## src/hdl/rfmb_pkg.sv

```systemverilog
// shared types and constants of the row fir filter
// no dependencies
package rfmb_pkg;

    localparam int MAX_TAPS    = 31;
    localparam int SAMPLE_BITS = 16;
    localparam int TAP_BITS    = 16;
    localparam int FRAC_BITS   = 15;
    localparam int IDX_W       = $clog2(MAX_TAPS);
    localparam int CNT_W       = 5;
    localparam int TAP_IDX_W   = 5;
    localparam int OFF_W       = IDX_W + 2;
    localparam int ROW_W       = 16;
    localparam int PROD_W      = SAMPLE_BITS + TAP_BITS;
    localparam int ACC_W       = PROD_W + IDX_W + 1;
    localparam int GROUPS      = (MAX_TAPS + 7) / 8;
    localparam int S_DATA_BITS = TAP_IDX_W + SAMPLE_BITS;
    localparam int S_TDATA_W   = ((S_DATA_BITS + 7) / 8) * 8;
    localparam int M_TDATA_W   = ((SAMPLE_BITS + 7) / 8) * 8;
    localparam int CFG_ADDR_W  = 2;
    localparam int CFG_DATA_W  = 5;

    // item kinds
    localparam logic KIND_TAP   = 1'b0;
    localparam logic KIND_PIXEL = 1'b1;

    // register indexes
    localparam logic [CFG_ADDR_W-1:0] CFG_TAP_COUNT   = 2'd0;
    localparam logic [CFG_ADDR_W-1:0] CFG_MIRROR_MODE = 2'd1;

    typedef logic signed [SAMPLE_BITS-1:0] sample_t;
    typedef logic signed [TAP_BITS-1:0]    tap_t;
    typedef sample_t [MAX_TAPS-1:0]        sample_vec_t;
    typedef tap_t [MAX_TAPS-1:0]           tap_vec_t;

    // one output to compute: padded samples per lane plus flags
    typedef struct packed {
        sample_vec_t samples;
        logic        row_done;
        logic        short_row;
    } job_t;

    // back-end occupancy seen by the front
    typedef struct packed {
        logic queue_empty;
        logic back_empty;
    } status_t;

endpackage

```

## src/hdl/rfmb_queue.sv

```systemverilog
// two-entry job queue between front and back
// depends on rfmb_pkg
module rfmb_queue (
    input  logic            aclk,
    input  logic            aresetn,
    input  logic            wr_valid,
    output logic            wr_ready,
    input  rfmb_pkg::job_t  wr_job,
    output logic            rd_valid,
    input  logic            rd_ready,
    output rfmb_pkg::job_t  rd_job
);

    rfmb_pkg::job_t mem_reg [2];
    logic           wr_ptr_reg;
    logic           rd_ptr_reg;
    logic [1:0]     count_reg;
    logic           do_wr;
    logic           do_rd;

    assign wr_ready = (count_reg != 2'd2);
    assign rd_valid = (count_reg != 2'd0);
    assign rd_job   = mem_reg[rd_ptr_reg];
    assign do_wr    = wr_valid && wr_ready;
    assign do_rd    = rd_valid && rd_ready;

    // pointers and fill count
    always_ff @(posedge aclk) begin
        if (!aresetn) begin
            wr_ptr_reg <= 1'b0;
            rd_ptr_reg <= 1'b0;
            count_reg  <= '0;
        end else begin
            if (do_wr) begin
                wr_ptr_reg <= !wr_ptr_reg;
            end
            if (do_rd) begin
                rd_ptr_reg <= !rd_ptr_reg;
            end
            count_reg <= count_reg + 2'(do_wr) - 2'(do_rd);
        end
    end

    // storage
    always_ff @(posedge aclk) begin
        if (do_wr) begin
            mem_reg[wr_ptr_reg] <= wr_job;
        end
    end

endmodule

```

## config.mk

```make
export PLATFORM = sky130hd
export DESIGN_NAME = rfmb_queue
export DESIGN_NICKNAME = d
export VERILOG_FILES = /design/src/hdl/rfmb_pkg.sv /design/src/hdl/rfmb_queue.sv
export SDC_FILE = /design/constraint.sdc
export NUM_CORES = 1
export LEC_CHECK = 0
export BUFFER_PORTS_ARGS = -buffer_cell sky130_fd_sc_hd__clkbuf_2
export CORE_AREA = 2 2 387 389
export DETAILED_ROUTE_END_ITERATION = 10
export DIE_AREA = 0 0 389 391
export PLACE_DENSITY = 0.44
export SYNTH_ARGS = -nofsm -noshare
export SYNTH_HDL_FRONTEND = slang
export SYNTH_SLANG_ARGS = --single-unit
```

## constraint.sdc

```tcl
create_clock -name aclk -period 15.1 [get_ports aclk]
set_input_delay 1.51 -clock aclk [delete_from_list [all_inputs] [get_ports aclk]]
set_output_delay 1.51 -clock aclk [all_outputs]
set_load 0.005 [all_outputs]
```

Word-level counts from Yosys, hierarchy flattened
Memory sizes are Yosys's and may differ from the RTL's. A register that Yosys moved wholly into a read port is not among the register bits.
Cells that the tools add are included.
Widths: inputs -> output; s select.
{"block": "totals", "ff_bits": 4, "latchBits": 0, "mem_bits_rw": 996, "rom_bits": 0, "input_bits": 502, "out_inout_bits": 500, "memories": 1}
{"block": "op_classes", "n_addsub": 2, "n_mul": 0, "div": 0, "order_cmp": 0, "eq_ne": 1, "shift": 0, "muxes": 4, "bitwise": 0, "n_reduce_logical": 5}
{"name": "mem_reg", "words": 2, "width": 498, "read_ports": 1, "rd_ports_with_merged_regs": 1, "write_ports": 1, "line_no": "rfmb_queue.sv:14", "source": "rfmb_pkg::job_t mem_reg [2];"}
{"cell": "$mux 1", "count": 4}
{"cell": "$add 2x1->2", "count": 1}
{"cell": "$logic_and 1x1->1", "count": 2}
{"cell": "$logic_not 1->1", "count": 2}
{"cell": "$ne 2x2->1 const B", "count": 1}
{"cell": "$reduce_bool 2->1", "count": 1}
{"cell": "$sub 2x1->2", "count": 1}

Depth between registers and ports, before layout
{"block": "logic_depth", "ltp_word": 4, "ltp_mapped": 6}

Worst setup path after synthesis
OpenSTA, ideal clock, no wires.
{"block": "synth_path", "path_type": "input to register", "start": "in wr_valid", "end": "mem mem_reg[1][0] (netlist bit), enable pin", "setup_time_ns": 0.930, "t_arrival_ns": 12.844, "t_required_ns": 14.170, "slack_ns": 1.326, "cell_stages": 1, "cell_sequence": "and3_1"}
{"block": "synth_between", "elab_chain_len": 3}
{"element": "start: declaration", "line_no": "rfmb_queue.sv:6", "source": "input logic wr_valid,"}
{"element": "$logic_and 1x1->1", "line_no": "rfmb_queue.sv:24", "source": "assign do_wr = wr_valid && wr_ready;"}
{"element": "$mux 1", "line_no": "rfmb_queue.sv:46", "source": "if (do_wr) begin"}
{"element": "$mux 1 (implied by the code)", "line_no": "rfmb_queue.sv:47", "source": "mem_reg[wr_ptr_reg] <= wr_job;"}
{"element": "end: declaration", "line_no": "rfmb_queue.sv:14"}
No other way between the ends.

==> metrics.md <==
| Metric | Value |
|---|---|
| Setup repair after global routing missed its margin | `false` |
| DR vias | `18900` |
| Number of max-cap violations | `0` |
| Synth top area share | `0.825` |
| Pre-antenna DRT Iters | `4` |
| Syn Inst Count | `1579` |
| Detailed-route vias per instance | `4.03` |
| Deepest level of the CTS H-tree | `3` |
| Gates resized, CTS repair | `0` |
| First-iteration detailed-routing DRC count | `866` |
| Flip-flop and latch count after synthesis | `1001` |
| Leakage Power | `0.0172 uW` |
| Worst Skew | `0.0333 ns` |
| Min Clock Period, post-route | `5.62 ns` |
| Synth cell types | `25` |
| YS warnings | `0` |
| Total I/O pin count | `1002` |
| Max Fclk | `178 MHz` |
| Number of rows in the core area | `142` |
| Critical path data required time | `13.59 ns` |
| Transition time at the pin with the least slew margin | `1.15 ns` |
| Number of antenna violations at the first check in global routing | `23` |
| Final hold violation count | `0` |
| Setup WS post-layout | `9.48 ns` |
| Root buffer cell | `clkbuf_16` |
| Worst relative slew slack | `0.231` |
| Number of global-route vias before repair | `20300` |
| Number of flip-flops in the largest register | `996` |
| Detailed-route wire length per cell | `21.4 um` |
| Overflow left after global routing | `0` |
| Sequential fraction of the synthesis area | `0.828` |
| Total count of max-transition violations in the final report | `0` |
| Sort of element at the start of the critical path | `register` |
| Setup-violating endpoint count in the final report | `0` |
| Avg Inst Size Synth | `23.0 um2` |
| Class of the worst hold path | `register to register` |
| Syn nets | `2082` |
| Dominant cell type by area after synthesis | `edfxtp_1` |
| Post-DP HPWL | `71900 um` |
| Status | `complete, no violations` |
| Global-route wire length before repair | `140000 um` |
| Clock Latency Late Sink | `0.73 ns` |
| Final ANT Viol Nets | `0` |
| Most used flip-flop cell after synthesis | `edfxtp_1` |
| CTS Sinks | `1001` |
| Crit Path Class | `register to output port` |
| Pwr Density | `156 nW/um2` |
| Final net count | `3152` |
| Worst setup slack before clock tree synthesis | `10.15 ns` |
| Die extent in x | `389 um` |
| Total CTS buffers | `109` |
| Final RePlAce weighted congestion | `0.844` |
| Top cells by area, synth | `edfxtp_1 (82%), mux2_2 (14%), buf_6 (1.0%)` |
| Max Buffers Root-to-Sink | `3` |
| Period utilisation layout | `0.372` |
| Pin count of the biggest net entering global routing | `160` |
| Fillers | `14600` |
| Clock-pin transition on the worst setup and hold timing paths | `0.05 ns` |
| Clock tree from TritonCTS | `done` |
| Port Buf Inserts | `1001` |
| Area grow syn2layout | `29.2%` |
| Post CTS Setup Buffer Count | `0` |
| Number of hold buffers added after CTS | `0` |
| Arr. time, crit path | `4.11 ns` |
| Starting density of the core | `0.244` |
| Fraction of registers with async set/reset | `0` |
| Total standard cell area after synthesis | `36300 um2` |
| Worst Hold Margin | `0.541 ns` |
| Vert. Die Dim | `391 um` |
| Number of remaining DRC errors | `0` |
| Total GRT Usage | `0.126` |
| Post-synth EDFFs | `996` |
| Die footprint | `152000 um2` |
| Aggregate routed wire length | `100000 um` |
| CP endpoint kind | `output port` |
| Top fanout value on the critical path | `155` |
| Max VDD drop | `0.0951 mV` |
| Final-layout setup total negative slack | `0 ns` |
| Fraction of final layout cells sized beyond drive strength 1 | `0.597` |
| Core area | `149000 um2` |
## through the flow
stage               power (uW)  instance area [um2]  instances   util
global placement          4850                43400       4482  0.292
CTS                       7450                46800       4678  0.315
detailed placement        4870                43400       4482  0.292
finish                    7320                46800       4691  0.315
floorplan                 4360                36300       1579      -
global route              7640                46800       4687  0.315
## power by group
part	total [uW]	internal, uW	leakage, uW	switching, uW
clock network	2540	1450	0.00166	1080
registers	3450	3380	0.00936	72.8
logic	1330	615	0.00613	713
## per-layer routing
layer | GRT usage | wire [um] | part of all wire | up-vias
li1 | - | - | - | 8515
met1 | 0.127 | 34800 | 0.35 | 9479
met2 | 0.226 | 52500 | 0.52 | 717
met3 | 0.0522 | 9560 | 0.095 | 188
met4 | 0.0562 | 3410 | 0.034 | 16
met5 | 0 | 116 | 0.0012 | -
## worst max-delay path, cell delays in order, from the launching register on
cell      delay (ns)
dfxtp_4         0.92
buf_4           0.95
buf_12          0.56
mux2_2          0.44
clkbuf_2        0.12
## synthesized netlist by cell type (2+ instances only)
master / n
mux2_2: 466
and3_1: 2
edfxtp_1: 996
buf_6: 33
inv_1: 2
dfxtp_1: 5
o21ai_0: 2
buf_2: 22
mux2_1: 32
nor2_1: 4
## cell usage in the layout, fill, tap and decap left out, drive strengths merged, types with 2 or more instances in the layout
master    instances
clkbuf         1134
edfxtp          996
mux2            498
clkinv           52
diode            13
buf              13
bufinv            7
dfxtp             5
nor2              4
inv               4
o21ai             2
clkinvlp          2
and3              2
## path summary, 6_finish.rpt
path | from | end | slack, ns | cells after the start
max | register | rd_job[373] | 9.48 | 4
min | rd_ptr_reg$_SDFFE_PN0P_ | rd_ptr_reg$_SDFFE_PN0P_ | 0.54 | 2
min reg2reg | rd_ptr_reg$_SDFFE_PN0P_ | rd_ptr_reg$_SDFFE_PN0P_ | 0.54 | 2
max reg2reg | count_reg[0]$_SDFF_PN0_ | mem_reg[0][319]$_DFFE_PP_ | 11.27 | 5
## layout make-up
cell class	instances	area, um2	area share
Clock buffer	133	2840	0.0606
Sequential cell	1001	30000	0.641
Clock inverter	63	581	0.0124
Tap cell	1944	2430	0.0519
Antenna cell	13	32.5	0.000694
Multi-Input combinational cell	521	5760	0.123
Timing Repair Buffer	1014	5170	0.110
Inverter	2	15.0	0.000321
## logic make-up (layout without fill, tap and decap cells)
family	count (synthesis)	after routing	share of synthesized area
other	0	13	0
adder cells (fa/ha/maj)	1	1	0.000345
AND/OR/NAND/NOR	15	15	0.00238
multiplexers	498	498	0.155
buffers and inverters	57	1212	0.0135
AO/OA/AOI/OAI	6	6	0.00121
XOR/XNOR	1	1	0.000242
flip-flops	1001	1001	0.828
Power figures use the tool's default switching activity.
